File: config.mk
export PLATFORM = sky130hd
export DESIGN_NAME = mua_bcd_conv
export DESIGN_NICKNAME = d
export VERILOG_FILES = /design/src/mua_bcd_conv.sv
export SDC_FILE = /design/constraint.sdc
export NUM_CORES = 1
export LEC_CHECK = 0
export BUFFER_PORTS_ARGS = -buffer_cell sky130_fd_sc_hd__buf_2
export CAP_MARGIN = 20
export CORE_ASPECT_RATIO = 2
export CORE_UTILIZATION = 35
export DETAILED_ROUTE_END_ITERATION = 6
export HOLD_SLACK_MARGIN = 0.1
export SLEW_MARGIN = 20
export SYNTH_ARGS = -nofsm -noshare
export SYNTH_HDL_FRONTEND = slang
export SYNTH_SLANG_ARGS = --single-unit
File: constraint.sdc
create_clock -name clk_i -period 5.6 [get_ports clk_i]
set_clock_uncertainty 0.2 [all_clocks]
set_input_delay 1.12 -clock clk_i [delete_from_list [all_inputs] [get_ports clk_i]]
set_output_delay 1.12 -clock clk_i [all_outputs]
set_load 0.1 [all_outputs]
File: src/mua_bcd_conv.sv
`timescale 1ns / 1ps
// ----------------------------------------------------------------------------
// mua_bcd_conv: sequential binary to 8-digit BCD converter
// Takes the value modulo 10^8 by repeated conditional subtraction of
// scaled powers, then double-dabble, one bit per cycle.
// ----------------------------------------------------------------------------
module mua_bcd_conv (
  input  logic        clk_i,
  input  logic        rst_ni,
  input  logic        start_i,
  input  logic [31:0] value_i,
  output logic        done_o,
  output logic [31:0] bcd_o
);

  typedef enum logic [1:0] {S_IDLE, S_MOD, S_DAB, S_DONE} state_e;

  state_e      state_q;
  logic [31:0] val_q;
  logic [31:0] bcd_q;
  logic [5:0]  cnt_q;
  logic [31:0] sub_q;
  logic [31:0] adj;

  // add 3 to each digit at or above five
  always_comb begin
    for (int i = 0; i < 8; i++) begin
      adj[4*i +: 4] = (bcd_q[4*i +: 4] >= 4'd5) ? bcd_q[4*i +: 4] + 4'd3
                                                : bcd_q[4*i +: 4];
    end
  end

  always_ff @(posedge clk_i or negedge rst_ni) begin
    if (!rst_ni) begin
      state_q <= S_IDLE;
      cnt_q   <= '0;
    end else begin
      unique case (state_q)
        S_IDLE: begin
          if (start_i) begin
            val_q   <= value_i;
            sub_q   <= 32'd3_200_000_000;
            cnt_q   <= 6'd5;
            state_q <= S_MOD;
          end
        end
        // subtract 32e8, 16e8 .. 1e8 in turn: reduces below 1e8
        S_MOD: begin
          if (val_q >= sub_q) val_q <= val_q - sub_q;
          sub_q <= sub_q >> 1;
          if (cnt_q == 6'd0) begin
            cnt_q   <= 6'd32;
            bcd_q   <= '0;
            state_q <= S_DAB;
          end else begin
            cnt_q <= cnt_q - 6'd1;
          end
        end
        S_DAB: begin
          bcd_q <= {adj[30:0], val_q[31]};
          val_q <= val_q << 1;
          cnt_q <= cnt_q - 6'd1;
          if (cnt_q == 6'd1) state_q <= S_DONE;
        end
        S_DONE: state_q <= S_IDLE;
        default: state_q <= S_IDLE;
      endcase
    end
  end

  assign done_o = (state_q == S_DONE);
  assign bcd_o  = bcd_q;

endmodule

After elaboration in Yosys (flattened, before gate mapping):

Cells that the tools add are included.

* add/sub/neg operators: 10
* order comparisons: 9
* eq/ne operators: 8
* multiplexer cells: 22
* reductions and logical operators: 10

Operators by type and width (number)
* two-way mux 32 bit: 4
* one-hot mux 32 bit (2 select lines): 2
* one-hot mux 32 bit (3 select lines): 1
* >= comparator 32 bit: 1
* >= comparator 4 x 3 -> 1 bit, second input constant: 8
* subtractor 32 bit: 1
* adder 4 x 2 -> 4 bit, second input constant: 7
* two-way mux 4 bit: 7
* one-hot mux 6 bit (3 select lines): 1
* two-way mux 6 bit: 2
* AND reduction 3 bit: 3
* inequality test 2 bit, second input constant: 4
* one-hot mux 2 bit (4 select lines): 1
* equality test 6 x 1 -> 1 bit, second input constant: 1
* zero test 6 bit: 1
* two-way mux 2 bit: 3
* subtractor 6 x 1 -> 6 bit, second input constant: 1
* equality test 2 bit, second input constant: 2
* AND reduction 4 bit: 1
* nonzero test 2 bit: 2
* adder 3 x 2 -> 3 bit, second input constant: 1
* two-way mux 3 bit: 1
* nonzero test 3 bit: 1
* equality test 2 x 1 -> 1 bit, second input constant: 1
* 2 further kinds: 2

* flip-flop bits (word level): 104
* output and inout port bits: 33

Longest topological paths before layout:

Gate-level depths: netlist (run 1).

* word-level depth: 3
* depth in mapped cells: 11

Least setup slack after synthesis (run 1):

OpenSTA, ideal clock, no wires.

* path type: flip-flop to flip-flop
* from: register val_q[0]
* to: register val_q[0] (enable)
* library setup time: 0.432 ns
* arrival time: 3.951 ns
* slack: 1.017 ns
* cell stages (with the launch flop): 12
* cell sequence: edfxtp_1 -> inv_1 -> ha_1 -> fa_1 -> nand2b_1 -> a21o_2 -> a2111oi_2 -> a2111oi_4 -> o31ai_4 -> o21a_1 -> o21ai_0 -> a21oi_1

* cells in the longest elaborated chain, start to end: 3

Ends and longest elaborated chain
* start: declaration: line 19 `logic [31:0] val_q;`
* start signal: assignment: line 41 `val_q <= value_i;`
* start signal: assignment: line 49 `if (val_q >= sub_q) val_q <= val_q - sub_q;`
* start signal: assignment: line 61 `val_q <= val_q << 1;`
* >= comparator 32 bit: line 49
* inequality test 2 bit (no line)
* AND reduction 4 bit (no line)

Every way passes these cells.
A chain may end at the register's enable or synchronous reset.

Worst setup path after layout (run 1):

* from: register val_q[0]
* to: register val_q[11] (enable)

The elaborated chain is that of the path after synthesis.

==> metrics, run 1 <==
synthesized cell area about 7000 um2; number of synthesized flops with an enable pin 96; Worst EP arrival between 4000 and 5000 ps; Cell variety after synth between 70 and 80; async set-reset flop share out of synthesis 0.0769; # DRC 0; sequential area share after synthesis 0.436; most common cell in the synthesized netlist edfxtp_1; nets about 880; status complete, no violations; pin count of the biggest net entering global routing roughly 50; final period utilization 0.742; CP Class register to register; Starting Density 0.357; Syn-to-layout area delta 11.8%; Vias between 5000 and 6000; First-pass DRT Iterations 4; number of global-route vias before repair just under 6000; Clk pin slew, worst setup/hold paths roughly 80 ps; Die H a little over 200 um; Final Hold Viols 0; ys flop type edfxtp_1; Post-Synthesis Cells 738; mean routed wirelength per cell 16.3 um; Yosys reg bits roughly 100; Die W around 100 um; Routed Antenna Nets 0; PortBufs 67; DR vias/cell roughly 5.2; Num CTS Buffers 9; share of the synthesized area in the top cell type 0.408; final setup fails 0; Worst-Skew Late Latency 360 ps; Starting DRT DRC Count 191; worst slew pin tran between 700 and 800 ps; postcts setup bufs 0; most area-hungry cell type in the Yosys netlist edfxtp_1; Hold Crit Class register to register; Overflow after GRT 0; standard-cell rows between 70 and 80; achievable frequency approximately 240 MHz; Slew Viols, Final 0; Tmin final approximately 4200 ps; hold buffer count at cts 0; placeable core region 19800 um2; delay-heaviest family, CP compound AO/OA/AOI/OAI gates; slew margin rel. 0.498; drt total wl 17300 um; Die Area 20800 um2; total negative slack 0 ps; CTS tree done; slowest CP cell a21oi_4; max_cap viols 0; syn nets around 830; initial antenna violation count 0; largest stage delay on the critical path 650 ps; share of cells above drive strength 1 0.137; CTS root buf clkbuf_16; element type at the critical path start register; Fin Hold WS 308 ps; total track usage 0.176; worst-path cell chain inv_1 > ha_1 > fa_1 > nand2b_1 > a21o_2 > a2111oi_2 > a2111oi_4 > o31ai_4 > o21a_1 > o21ai_0 > a21oi_4 > buf_4; Yosys Warn Count 0; CP Capture Type register; Syn Area/Cell 9.58 um2; antenna diode count 0; crit path max fanout 19; CP bufs+invs 2; gp weighted congestion approximately 0.9; R2R Setup Slk approximately 1400 ps; fin util 0.399; # IOs 68; Post-synth top cells 96 x edfxtp_1, 69 x a21oi_1, 66 x nand2_1, 66 x nor2_1, 60 x inv_1; H-Tree Depth 3; RSZ-0062 raised after global routing false; clock sinks approximately 100; CTS resizes 0; Clock Tree Buf Depth 2; first-pass GRT wire length ~28000 um; Worst Path Required approximately 5500 ps; Final HPWL DP roughly 13000 um; Synth area leaders edfxtp_1 41%, ha_1 9.7%, a21oi_1 4.9%
## stage by stage
| stage | setup slack [ps] | cells | cell area [um2] |
|---|---|---|---|
| 4_1_cts | 1400 | 1059 | 7900 |
| 3_3_place_gp | 1480 | 1043 | 7610 |
| 6_report | 1440 | 1059 | 7900 |
| 5_1_grt | 1270 | 1059 | 7900 |
| 2_1_floorplan | 1020 | 738 | 7070 |
| 3_5_place_dp | 1410 | 1043 | 7610 |
## tightest hold or removal path, stage by stage, from the launching register on
cell and delay, ps:
dfrtp_1 360, nand2_1 60, o31ai_1 60
## layout by cell type, fill, tap and decap left out, drive strengths merged, types with 15 or more instances in the layout
master  instances
xor2           27
xnor2          15
edfxtp         96
o21ai          57
buf            74
ha             55
inv            62
nor2b          19
and2           19
nor2           67
nand2          66
a21oi          69
## path summary, 6_finish.rpt
check / cells past startpoint / end / from
setup / recovery: 12 / val_q[11] / val_q[0]
hold / removal: 2 / cnt_q[1] / cnt_q[1]
setup reg to reg: 12 / val_q[11] / val_q[0]
hold reg to reg: 2 / cnt_q[1] / cnt_q[1]
max in group asynchronous: 1 / cnt_q[3] / rst_ni
min in group asynchronous: 1 / cnt_q[2] / rst_ni
## kinds of logic after synthesis
logic type               after synthesis  synth area share
AND/OR/NAND/NOR                      234             0.162
AO/OA/AOI/OAI                        209             0.189
flip-flops                           104             0.436
buffers and inverters                 92            0.0593
adder cells (fa/ha/maj)               56             0.100
XOR/XNOR                              42            0.0520
multiplexers                           1           0.00142
## layout make-up
type	count	area, um2
Inverter	61	229
Sequential cell	104	3080
Clock inverter	6	50.0
Multi-Input combinational cell	542	3590
Fill cell	2031	11900
Clock buffer	10	239
Tap cell	262	328
Timing Repair Buffer	74	388
## state kept, by name, indices dropped and copies added (netlist names)
| register | flops |
|---|---|
| cnt_q | 6 |
| sub_q | 32 |
| bcd_o | 32 |
| state_q | 2 |
| val_q | 32 |
## per-layer routing
layer,wire (um),global-route usage,vias to the layer above
met1,6190,0.160,2622
met4,735,0.107,0
li1,-,-,2738
met3,552,0.0282,49
met5,0,0,-
met2,9790,0.343,135
Power of run 1 is not shown: default switching activity piles up to over one toggle a cycle in this logic, so the estimate is an artifact.
==> inputs of run 2 (changes only) <==
--- a/config.mk
+++ b/config.mk
@@ -5,6 +5,7 @@
 export SDC_FILE = /design/constraint.sdc
 export NUM_CORES = 1
 export LEC_CHECK = 0
+export ABC_AREA = 1
 export BUFFER_PORTS_ARGS = -buffer_cell sky130_fd_sc_hd__buf_2
 export CAP_MARGIN = 20
 export CORE_ASPECT_RATIO = 2
==> constraint.sdc (replaced) <==
create_clock -name clk_i -period 3.9 [get_ports clk_i]
set_clock_uncertainty 0.2 [all_clocks]
set_input_delay 0.78 -clock clk_i [delete_from_list [all_inputs] [get_ports clk_i]]
set_output_delay 0.78 -clock clk_i [all_outputs]
set_load 0.1 [all_outputs]
==> run 2 against run 1 <==
Via count rose by 23%. Final area up 9.7%. First-iteration DRC count rose by 38%. Non-clock buffer count increased by 2. Sequential share of layout area down 3.4 points. Wire length up 16%. Die area rose by 8.9%. Count of clock-buffer cells in the layout decreased by 1. Worst hold slack better by 21 ps. Global-route usage up 1.3 points. Highest routed layer unchanged. Synthesized cell count up 43%.
==> metrics, run 2 <==
Fin Hold WS 329 ps; worst reg2reg path depth 13; Post-synth top cells 274 x nand2_1, 223 x inv_1, 121 x a21oi_1, 96 x edfxtp_1, 81 x nor2_1; postcts setup bufs 0; clock sinks 104; # DRC 0; Cell variety after synth 36; status complete, no violations; Starting Density 0.357; crit path max fanout 20; Worst-Skew Late Latency 360 ps; mean routed wirelength per cell between 10 and 15 um; main combinational cell family by area after synthesis simple AND/OR/NAND/NOR gates; Yosys reg bits roughly 100; Tmin final ~3000 ps; Worst EP arrival approximately 2900 ps; Num CTS Buffers 9; Final Hold Viols 0; Synth Area in XOR/XNOR 0.00796; # placed instances between 1000 and 1500; initial antenna violation count 0; RSZ-0062 raised after global routing false; Yosys Warn Count 0; element type at the critical path start register; final cell count without fillers around 1400; ys flop type edfxtp_1; worst slew pin tran ~630 ps; total negative slack 0 ps; Synth Area in Simple Gates 0.248; pin count of the biggest net entering global routing between 50 and 60; sequential area share after synthesis 0.400; Clock Tree Buf Depth 2; Synth Area in Compound Gates 0.129; Syn Area/Cell 7.32 um2; post-synthesis mux area share 0; Worst Path Required 3770 ps; DR vias/cell ~5; first-pass GRT wire length ~33000 um; crit path capture val_q[18]; standard-cell rows between 70 and 80; Die W 107 um; Slew Viols, Final 0; Post-Synthesis Cells roughly 1100; syn nets between 1000 and 1500; Overflow after GRT 0; CP Capture Type register; final setup fails 0; most common cell in the synthesized netlist nand2_1; commonest non-fill, non-tap cell in the layout nand2_1; most area-hungry cell type in the Yosys netlist edfxtp_1; # IOs between 60 and 70; First-pass DRT Iterations 5; R2R Setup Slk roughly 860 ps; CTS tree done; Starting DRT DRC Count between 200 and 300; final period utilization 0.780; nets between 1000 and 1500; CP Class register to register; Adder-Cell Fraction of Synth Area 0.0919; r2r endpoint val_q[18]; fin worst setup slack 859 ps; total track usage 0.188; CTS root buf clkbuf_16; achievable frequency 329 MHz; Vias about 7000; async set-reset flop share out of synthesis 0.0769; Syn-to-layout area delta 12.5%; gp weighted congestion about 0.91; Routed Antenna Nets 0; number of synthesized flops with an enable pin 96; number of global-route vias before repair roughly 7000; Clk pin slew, worst setup/hold paths 80 ps; synthesized cell area between 7000 and 8000 um2; antenna diode count 0; placeable core region 21600 um2; Die H about 210 um; max_cap viols 0; PortBufs 67; Hold Crit Class register to register; most frequent cells in the layout 274 x nand2_1, 223 x inv_1, 120 x a21oi_1; share of the synthesized area in the top cell type 0.374; share of cells above drive strength 1 0.114; H-Tree Depth 3; Synth area leaders edfxtp_1 37%, nand2_1 13%, inv_1 11%; drt total wl approximately 20000 um; Die Area 22600 um2; Critical Path Start val_q[0]; slew margin rel. 0.580; worst r2r src val_q[0]; post-place setup slack about 840 ps; Final HPWL DP 15700 um
[run 2: cell types whose count changed in the layout (fill, tap and decap cells not counted), moves of 11 or more]
cell      change
nand2_1     +208
inv_1       +163
a21oi_1      +52
nand3_1      +34
xor2_1       -20
nor2b_1      -18
and2_1       -17
xnor2_1      -15
nor2_1       +14
a22oi_1      -13
nand2b_1     -13
nor3_1       +13
a21o_1       -12
o21ai_0      -11
[run 2: cell families (layout without fill, tap and decap cells)]
| group | after synthesis | in the layout |
|---|---|---|
| AOI/OAI and AO/OA | 186 | 186 |
| xor gates and xnor gates | 7 | 7 |
| adders and majority gates | 56 | 56 |
| buffers and inverters | 247 | 317 |
| DFF | 104 | 104 |
| and+or+nand+nor | 453 | 453 |
[run 2: per-layer routing]
metal  global-route usage  vias to the layer above  part of all wire
met5                    0                        -                 0
met4                0.124                        0             0.059
met3               0.0225                       63             0.028
met2                0.378                      144              0.57
met1                0.170                     3137              0.35
li1                     -                     3499                 -
[run 2: worst min path at each step]
stage,startpoint,endpoint,depth (start not counted)
2_1_floorplan,rst_ni,cnt_q[0],0
3_3_place_gp,sub_q[29],sub_q[28],2
3_5_place_dp,sub_q[27],sub_q[26],2
4_1_cts,sub_q[29],sub_q[28],2
5_1_grt,sub_q[30],sub_q[29],2
6_report,sub_q[29],sub_q[28],2
[run 2: what timing repair did]
item | 4_1_cts | 5_1_grt
setup endpoints to repair | 0 | 0
hold buffers | 1 | 0
gates resized for setup | 0 | 0
hold endpoints to repair | 8 | 0
[run 2: stage by stage]
| stage | cell area, um2 | utilization |
|---|---|---|
| CTS | 8670 | 0.402 |
| global placement | 8370 | 0.388 |
| floorplan | 7700 | - |
| finish | 8670 | 0.402 |
| detailed placement | 8370 | 0.388 |
| global route | 8670 | 0.402 |
[run 2: area by class of cell]
type / instances / area [um2]
Sequential cell: 104 / 3080
Timing Repair Buffer: 76 / 418
Clock inverter: 7 / 61.3
Fill cell: 2260 / 12900
Inverter: 225 / 845
Tap cell: 273 / 342
Multi-Input combinational cell: 702 / 3700
Clock buffer: 9 / 225
[run 2: worst max-delay path: stages, from the launching register on]
cell and delay (ps):
edfxtp_1 350, inv_1 50, ha_1 230, fa_1 360
inv_1 120, nand3_1 80, nand3_1 150, nand2_1 90
nand2_1 100, nand2_1 80, nand3_1 100, o21ai_1 90
a21oi_4 480, buf_12 250
Power of run 2 is left out for the same reason.
